### src/rtl/core/bdlp_pkg.sv
`timescale 1ns / 1ps

package bdlp_pkg;

    typedef enum logic [1:0] {
        MODE_IDLE     = 2'd0,
        MODE_DEBOUNCE = 2'd1,
        MODE_PRESSED  = 2'd2,
        MODE_LONG     = 2'd3
    } t_mode;

    typedef enum logic [1:0] {
        EV_NONE  = 2'd0,
        EV_SHORT = 2'd1,
        EV_LONG  = 2'd2
    } t_event;

    // register index is paddr[2]
    localparam logic REG_LONG_PRESS = 1'b0;
    localparam logic REG_DEBOUNCE   = 1'b1;

    localparam int ADDR_W = 3;

    localparam logic [15:0] LONG_PRESS_RST = 16'd1000;
    localparam logic [7:0]  DEBOUNCE_RST   = 8'd5;
    localparam logic [7:0]  COUNT_MAX      = 8'd255;

    typedef struct packed {
        t_mode       mode;
        logic [7:0]  low_count;
        logic [31:0] press_start;
    } t_state;

endpackage

### src/rtl/core/bdlp_regs.sv
`timescale 1ns / 1ps

module bdlp_regs (
    input  logic                        i_clk,
    input  logic                        i_rst_n,
    input  logic                        psel,
    input  logic                        penable,
    input  logic                        pwrite,
    input  logic [bdlp_pkg::ADDR_W-1:0] paddr,
    input  logic [31:0]                 pwdata,
    output logic [31:0]                 prdata,
    output logic                        pready,
    output logic [15:0]                 o_long_press_ms,
    output logic [7:0]                  o_debounce_count
);

    logic [15:0] r_long_press_ms;
    logic [7:0]  r_debounce_count;
    logic        wr_en;

    assign pready = 1'b1;
    assign wr_en  = psel && penable && pwrite;

    always_ff @(posedge i_clk) begin
        if (!i_rst_n) begin
            r_long_press_ms  <= bdlp_pkg::LONG_PRESS_RST;
            r_debounce_count <= bdlp_pkg::DEBOUNCE_RST;
        end else if (wr_en) begin
            case (paddr[2])
                bdlp_pkg::REG_LONG_PRESS: r_long_press_ms  <= pwdata[15:0];
                bdlp_pkg::REG_DEBOUNCE:   r_debounce_count <= pwdata[7:0];
                default: ;
            endcase
        end
    end

    always_comb begin
        case (paddr[2])
            bdlp_pkg::REG_LONG_PRESS: prdata = {16'd0, r_long_press_ms};
            bdlp_pkg::REG_DEBOUNCE:   prdata = {24'd0, r_debounce_count};
            default:                  prdata = 32'd0;
        endcase
    end

    assign o_long_press_ms  = r_long_press_ms;
    assign o_debounce_count = r_debounce_count;

endmodule

### src/rtl/core/bdlp_step.sv
`timescale 1ns / 1ps

module bdlp_step (
    input  bdlp_pkg::t_state  i_state,
    input  logic              i_level,
    input  logic              i_edge_seen,
    input  logic [31:0]       i_now_ms,
    input  logic [15:0]       i_long_press_ms,
    input  logic [7:0]        i_debounce_count,
    output bdlp_pkg::t_state  o_state,
    output bdlp_pkg::t_event  o_event,
    output logic [31:0]       o_duration
);

    logic [7:0]  cnt_base;
    logic [7:0]  cnt_inc;
    logic [31:0] held;
    logic        deb_path;

    // an edge in idle starts debounce with a fresh count on the same poll
    assign cnt_base = (i_state.mode == bdlp_pkg::MODE_IDLE) ? 8'd0 : i_state.low_count;
    assign cnt_inc  = (cnt_base == bdlp_pkg::COUNT_MAX) ? cnt_base : cnt_base + 8'd1;
    assign held     = i_now_ms - i_state.press_start;

    always_comb begin
        o_state  = i_state;
        o_event  = bdlp_pkg::EV_NONE;
        deb_path = 1'b0;

        case (i_state.mode)
            bdlp_pkg::MODE_IDLE:     deb_path = i_edge_seen;
            bdlp_pkg::MODE_DEBOUNCE: deb_path = 1'b1;
            bdlp_pkg::MODE_PRESSED: begin
                if (i_level) begin
                    o_event      = bdlp_pkg::EV_SHORT;
                    o_state.mode = bdlp_pkg::MODE_IDLE;
                end else if (held >= {16'd0, i_long_press_ms}) begin
                    o_event      = bdlp_pkg::EV_LONG;
                    o_state.mode = bdlp_pkg::MODE_LONG;
                end
            end
            bdlp_pkg::MODE_LONG: begin
                if (i_level) begin
                    o_state.mode = bdlp_pkg::MODE_IDLE;
                end
            end
            default: o_state.mode = bdlp_pkg::MODE_IDLE;
        endcase

        if (deb_path) begin
            if (i_level) begin
                o_state.mode      = bdlp_pkg::MODE_IDLE;
                o_state.low_count = cnt_base;
            end else begin
                o_state.low_count = cnt_inc;
                o_state.mode      = bdlp_pkg::MODE_DEBOUNCE;
                if (cnt_inc >= i_debounce_count) begin
                    o_state.press_start = i_now_ms;
                    // accepted press is checked at once with zero hold time
                    if (i_long_press_ms == 16'd0) begin
                        o_state.mode = bdlp_pkg::MODE_LONG;
                        o_event      = bdlp_pkg::EV_LONG;
                    end else begin
                        o_state.mode = bdlp_pkg::MODE_PRESSED;
                    end
                end
            end
        end

        if (o_state.mode == bdlp_pkg::MODE_PRESSED || o_state.mode == bdlp_pkg::MODE_LONG) begin
            o_duration = i_now_ms - o_state.press_start;
        end else begin
            o_duration = 32'd0;
        end
    end

endmodule

### src/rtl/core/button_debounce_long_press_fsm.sv
`timescale 1ns / 1ps
// Channel   Direction  Handshake          Word
// poll      in         i_valid / o_stall  i_level, i_edge_seen, i_now_ms
// result    out        o_valid / i_stall  o_event_res, o_fsm_state, o_press_duration
// config    in         APB (psel..pready) long_press_ms @0x0, debounce_count @0x4
//
// One word per cycle sustained while the result is not stalled; a poll lands in the
// input register at the accepting edge and passes to the result register unless stalled.
// The mode, count and press start registers close a loop through bdlp_step.
// Synchronous active-low reset returns to idle and reloads the register defaults.
// A stalled result holds; o_stall rises only when both stages are full.

module button_debounce_long_press_fsm (
    input  logic                        i_clk,
    input  logic                        i_rst_n,
    input  logic                        i_valid,
    output logic                        o_stall,
    input  logic                        i_level,
    input  logic                        i_edge_seen,
    input  logic [31:0]                 i_now_ms,
    output logic                        o_valid,
    input  logic                        i_stall,
    output logic [1:0]                  o_event_res,
    output logic [1:0]                  o_fsm_state,
    output logic [31:0]                 o_press_duration,
    input  logic                        psel,
    input  logic                        penable,
    input  logic                        pwrite,
    input  logic [bdlp_pkg::ADDR_W-1:0] paddr,
    input  logic [31:0]                 pwdata,
    output logic [31:0]                 prdata,
    output logic                        pready
);

    logic [15:0] long_press_ms;
    logic [7:0]  debounce_count;

    logic        r_in_vld;
    logic        r_level;
    logic        r_edge_seen;
    logic [31:0] r_now_ms;

    logic        r_out_vld;
    logic [1:0]  r_event_res;
    logic [1:0]  r_fsm_state;
    logic [31:0] r_press_duration;

    bdlp_pkg::t_state r_state;
    bdlp_pkg::t_state n_state;
    bdlp_pkg::t_event n_event;
    logic [31:0]      n_duration;

    logic advance;
    logic in_take;

    bdlp_regs u_regs (
        .i_clk            (i_clk),
        .i_rst_n          (i_rst_n),
        .psel             (psel),
        .penable          (penable),
        .pwrite           (pwrite),
        .paddr            (paddr),
        .pwdata           (pwdata),
        .prdata           (prdata),
        .pready           (pready),
        .o_long_press_ms  (long_press_ms),
        .o_debounce_count (debounce_count)
    );

    bdlp_step u_step (
        .i_state          (r_state),
        .i_level          (r_level),
        .i_edge_seen      (r_edge_seen),
        .i_now_ms         (r_now_ms),
        .i_long_press_ms  (long_press_ms),
        .i_debounce_count (debounce_count),
        .o_state          (n_state),
        .o_event          (n_event),
        .o_duration       (n_duration)
    );

    assign advance = !r_out_vld || !i_stall;
    assign o_stall = r_in_vld && !advance;
    assign in_take = i_valid && !o_stall;

    always_ff @(posedge i_clk) begin
        if (!i_rst_n) begin
            r_in_vld  <= 1'b0;
            r_out_vld <= 1'b0;
            r_state   <= '{mode: bdlp_pkg::MODE_IDLE, low_count: 8'd0, press_start: 32'd0};
        end else begin
            if (in_take) begin
                r_in_vld <= 1'b1;
            end else if (advance) begin
                r_in_vld <= 1'b0;
            end
            if (advance) begin
                r_out_vld <= r_in_vld;
            end
            // commit the state update only when the word moves to the result register
            if (advance && r_in_vld) begin
                r_state <= n_state;
            end
        end
    end

    always_ff @(posedge i_clk) begin
        if (in_take) begin
            r_level     <= i_level;
            r_edge_seen <= i_edge_seen;
            r_now_ms    <= i_now_ms;
        end
        if (advance && r_in_vld) begin
            r_event_res      <= n_event;
            r_fsm_state      <= n_state.mode;
            r_press_duration <= n_duration;
        end
    end

    assign o_valid          = r_out_vld;
    assign o_event_res      = r_event_res;
    assign o_fsm_state      = r_fsm_state;
    assign o_press_duration = r_press_duration;

    a_dur_zero: assert property (@(posedge i_clk) disable iff (!i_rst_n)
        (o_valid && (o_fsm_state == bdlp_pkg::MODE_IDLE ||
                     o_fsm_state == bdlp_pkg::MODE_DEBOUNCE)) |-> o_press_duration == 32'd0)
        else $error("duration not zero outside a held press");

    a_short_idle: assert property (@(posedge i_clk) disable iff (!i_rst_n)
        (o_valid && o_event_res == bdlp_pkg::EV_SHORT) |-> o_fsm_state == bdlp_pkg::MODE_IDLE)
        else $error("short press reported without return to idle");

    a_long_held: assert property (@(posedge i_clk) disable iff (!i_rst_n)
        (o_valid && o_event_res == bdlp_pkg::EV_LONG) |-> o_fsm_state == bdlp_pkg::MODE_LONG)
        else $error("long press reported outside long-held state");

    a_state_hold: assert property (@(posedge i_clk) disable iff (!i_rst_n)
        !(advance && r_in_vld) |=> $stable(r_state))
        else $error("state changed without a word completing");

endmodule

### config.mk
export PLATFORM = sky130hd
export DESIGN_NAME = button_debounce_long_press_fsm
export DESIGN_NICKNAME = d
export VERILOG_FILES = /design/src/rtl/core/bdlp_pkg.sv /design/src/rtl/core/bdlp_regs.sv /design/src/rtl/core/bdlp_step.sv /design/src/rtl/core/button_debounce_long_press_fsm.sv
export SDC_FILE = /design/constraint.sdc
export NUM_CORES = 1
export LEC_CHECK = 0
export BUFFER_PORTS_ARGS = -buffer_cell sky130_fd_sc_hd__buf_2
export CAP_MARGIN = 20
export CORE_MARGIN = 2
export CORE_UTILIZATION = 43
export DETAILED_ROUTE_END_ITERATION = 12
export SYNTH_ARGS = -nofsm -noshare
export SYNTH_HDL_FRONTEND = slang
export SYNTH_SLANG_ARGS = --single-unit
### constraint.sdc
create_clock -name i_clk -period 7.75 [get_ports i_clk]
set_input_delay 0.3875 -clock i_clk [delete_from_list [all_inputs] [get_ports i_clk]]
set_output_delay 0.3875 -clock i_clk [all_outputs]
set_load 0.01 [all_outputs]
==> results.py <==
metrics = {
    "clocking": {
        "postCtsSetupBuffers": 0,
        "cts-buffers-inserted": 17,
        "htreeDepth": 4,
        "worstSkewPairLatency_ns": 0.44,
        "clkSinkCount": 138,
        "cts_tree": "yes",
        "cts_root_buffer": "clkbuf_16",
        "hold_buffers": 0,
        "cts.path.max_buffers": 2,
        "clkTransAtPathRegs_ns": 0.07,
        "cts_resized": 0,
    },
    "pwr": {
        "switching_share_pct": 29.1,
        "power_frac_comb_pct": 16.1,
        "p_clk_share_pct": 41.4,
        "total_leakage_power_nw": 4.44,
        "power.density_nw_per_um2": 168,
        "intPower_w": 0.00136,
        "peakVddDrop_v": 0.0000935,
        "p_switching_w": 0.000558,
        "pwr-share-seq_pct": 42.4,
    },
    "critical_path": {
        "crit_chain": "or2_2 -> and2_1 -> ha_1 -> nand4_1 -> nand4_1 -> xor2_1 -> nor2_1 -> ha_1 -> a21o_1 -> a21oi_1 -> a21oi_1 -> and2_4 -> nor2_1 -> a21oi_1 -> ha_1 -> nor2b_1 -> o31ai_1 -> nand4bb_1 -> a31oi_1 -> a2bb2oi_1 -> a211o_2 -> a2111oi_4 -> or4_1 -> nand3_1",
        "startpoint_type": "flop",
        "crit_fanout": 56,
        "end_kind": "flop",
        "cp_slowest_cell": "and2_4",
        "max_stage_delay_ns": 0.64,
        "critPathRequiredTime_ns": 8.05,
        "crit_arrival_ns": 6.99,
        "crit_type": "flop to flop",
    },
    "synthesis": {
        "syn_area_per_cell_um2": 8.26,
        "synthTopCellsByArea": "edfxtp_1 21%, dfxtp_1 14%, ha_1 9.9%",
        "yosysWarnings": 0,
        "synth-main-ff-cell": "edfxtp_1",
        "synthArstFlopShare_pct": 0,
        "synth-edff-count": 70,
        "synth_top_area_share_pct": 21.0,
        "synth_cell_types": 71,
        "syn-cell-area_um2": 10000,
        "ys_seq_elements": 138,
        "synth-seq-area-share_pct": 34.6,
        "synth_common_cells": "181 x nand2_1, 106 x nor2_1, 94 x a21oi_1",
        "yosys.area.top_type": "edfxtp_1",
        "yosysMostFrequentCell": "nand2_1",
        "synth_cells": 1211,
    },
    "routing": {
        "wl_per_cell_um": 16.0,
        "drtPass1Iterations": 5,
        "first_iter_violations": 681,
        "drt-total-wl_um": 26000,
        "ant_nets": 0,
        "vias_per_cell": 5.46,
        "dr_total_vias": 8903,
        "drcViolationCount": 0,
    },
    "grt": {
        "grt_start_max_net_pins": 69,
        "grt_pass1_wl_um": 42100,
        "antenna_found_initial": 0,
        "gr-usage-all-layers_pct": 21.7,
        "globalRouteOverflowTotal": 0,
        "first_global_vias": 8227,
    },
    "timing": {
        "fmax_ghz": 0.150,
        "slew_headroom_pct": 44.1,
        "fin_crit_ns": 6.68,
        "rsz0062_at_grt": "false",
        "skew_ns": 0.0134,
        "setup_tns_ns": 0,
        "worst_pin_slew_ns": 0.828,
        "hold_viol": 0,
        "finalMaxSlewViolations": 0,
        "period_share_pct": 86.2,
        "setup_viol": 0,
    },
    "finish": {
        "layout.core_utilization_pct": 50.0,
        "drive_gt1_share_pct": 13.1,
        "fin_nets": 1462,
        "syn2layout_area_growth_pct": 13.8,
        "diodes": 0,
    },
    "floorplanning": {
        "ios": 147,
        "rows": 55,
        "initial_core_util_pct": 43.9,
        "die_area_um2": 24500,
        "coreArea_um2": 22800,
        "die_w_um": 157,
        "dieHeight_um": 157,
    },
    "run_status": {
        "outcome": "finished clean",
    },
    "place": {
        "dp_hpwl_um": 19300,
        "gp_congestion": 0.908,
        "io_buffers": 111,
    },
    "worst_hold_path": {
        "hp-class": "input port to flop",
    },
    "flow_run": {
        "maxCapViolCount": 0,
    },
}
[worst max-delay path, delay by kind of cell (launching register included)]
family | cells | cell delay (ns)
compound gates | 9 | 2.39
xor+xnor | 1 | 0.16
fa+ha+maj | 3 | 0.71
flops | 1 | 0.39
simple gates | 11 | 2.87
[metal layers]
layer	global-route usage [%]	part of all wire, %	vias to the layer above
met2	34.1	44	237
li1	-	-	4503
met1	31.2	50	4134
met5	0	0	-
met3	3.46	4.7	29
met4	5.16	1.3	0
[through the flow]
stage	hold slack (ns)	power [W]	instance area, um2	cells	worst slack (ns)
6_report	0.119	0.00192	11400	1631	1.07
4_1_cts	0.103	0.00193	11400	1630	1.20
3_5_place_dp	0.460	0.00113	10800	1598	1.25
5_1_grt	0.106	0.00200	11400	1631	0.593
3_3_place_gp	0.454	0.00113	10800	1597	1.27
2_1_floorplan	0.443	0.00105	10100	1226	1.80
[power groups by stage]
stage / Sequential (W) / Combinational [W] / Clock [W]
2_1_floorplan: 0.000828 / 0.000219 / 0
3_3_place_gp: 0.000830 / 0.000301 / 0
3_5_place_dp: 0.000829 / 0.000304 / 0
4_1_cts: 0.000814 / 0.000306 / 0.000813
5_1_grt: 0.000817 / 0.000346 / 0.000841
6_report: 0.000814 / 0.000309 / 0.000795
[sequential cells by signal, summed over array words and instances, names as in the netlist]
register	cells
r_state	42
o_press_duration	32
r_now_ms	32
u_regs.o_long_press_ms	16
u_regs.o_debounce_count	8
o_event_res	2
o_fsm_state	2
o_valid	1
r_edge_seen	1
r_in_vld	1
r_level	1
[worst paths after layout]
| path | from | endpoint | slack, ns | cells after the start |
|---|---|---|---|---|
| setup / recovery | r_state[41] | o_press_duration[28] | 1.07 | 24 |
| hold / removal | i_now_ms[25] | r_now_ms[25] | 0.12 | 1 |
| setup reg to reg | r_state[41] | o_press_duration[28] | 1.07 | 24 |
| hold reg to reg | r_state[21] | r_state[21] | 0.46 | 2 |
[layout by cell type (no fill, tap or decap), types with 18 or more instances in the layout]
master,synthesis,routed
clkbuf_16,0,18
ha_1,79,79
nand2_1,181,181
nor2b_1,20,19
nor2_1,106,105
a21o_1,30,30
inv_1,76,75
buf_2,3,111
o21ai_0,59,59
nand4_1,18,18
edfxtp_1,70,70
a31oi_1,19,19
dfxtp_1,68,68
nor3_1,20,20
xor2_1,28,28
a21boi_0,50,50
a21oi_1,94,94
nand2b_1,24,24
[kinds of logic after synthesis]
logic type | Yosys count | synth area share [%]
other | 2 | 0.0750
multiplexers | 9 | 0.938
XOR/XNOR | 45 | 3.94
AND/OR/NAND/NOR | 442 | 20.3
flip-flops | 138 | 34.6
AO/OA/AOI/OAI | 353 | 23.4
buffers and inverters | 134 | 5.70
adder cells (fa/ha/maj) | 88 | 11.0
[cell type report]
class | count | area, um2
well taps | 313 | 392
clock inverters | 13 | 103
flip-flops and latches | 138 | 3460
multi-input cells | 954 | 6040
inverters | 76 | 285
repair buffers | 118 | 641
clock buffers | 19 | 464
fillers | 2248 | 11400
(Power assumes the default switching activity.)
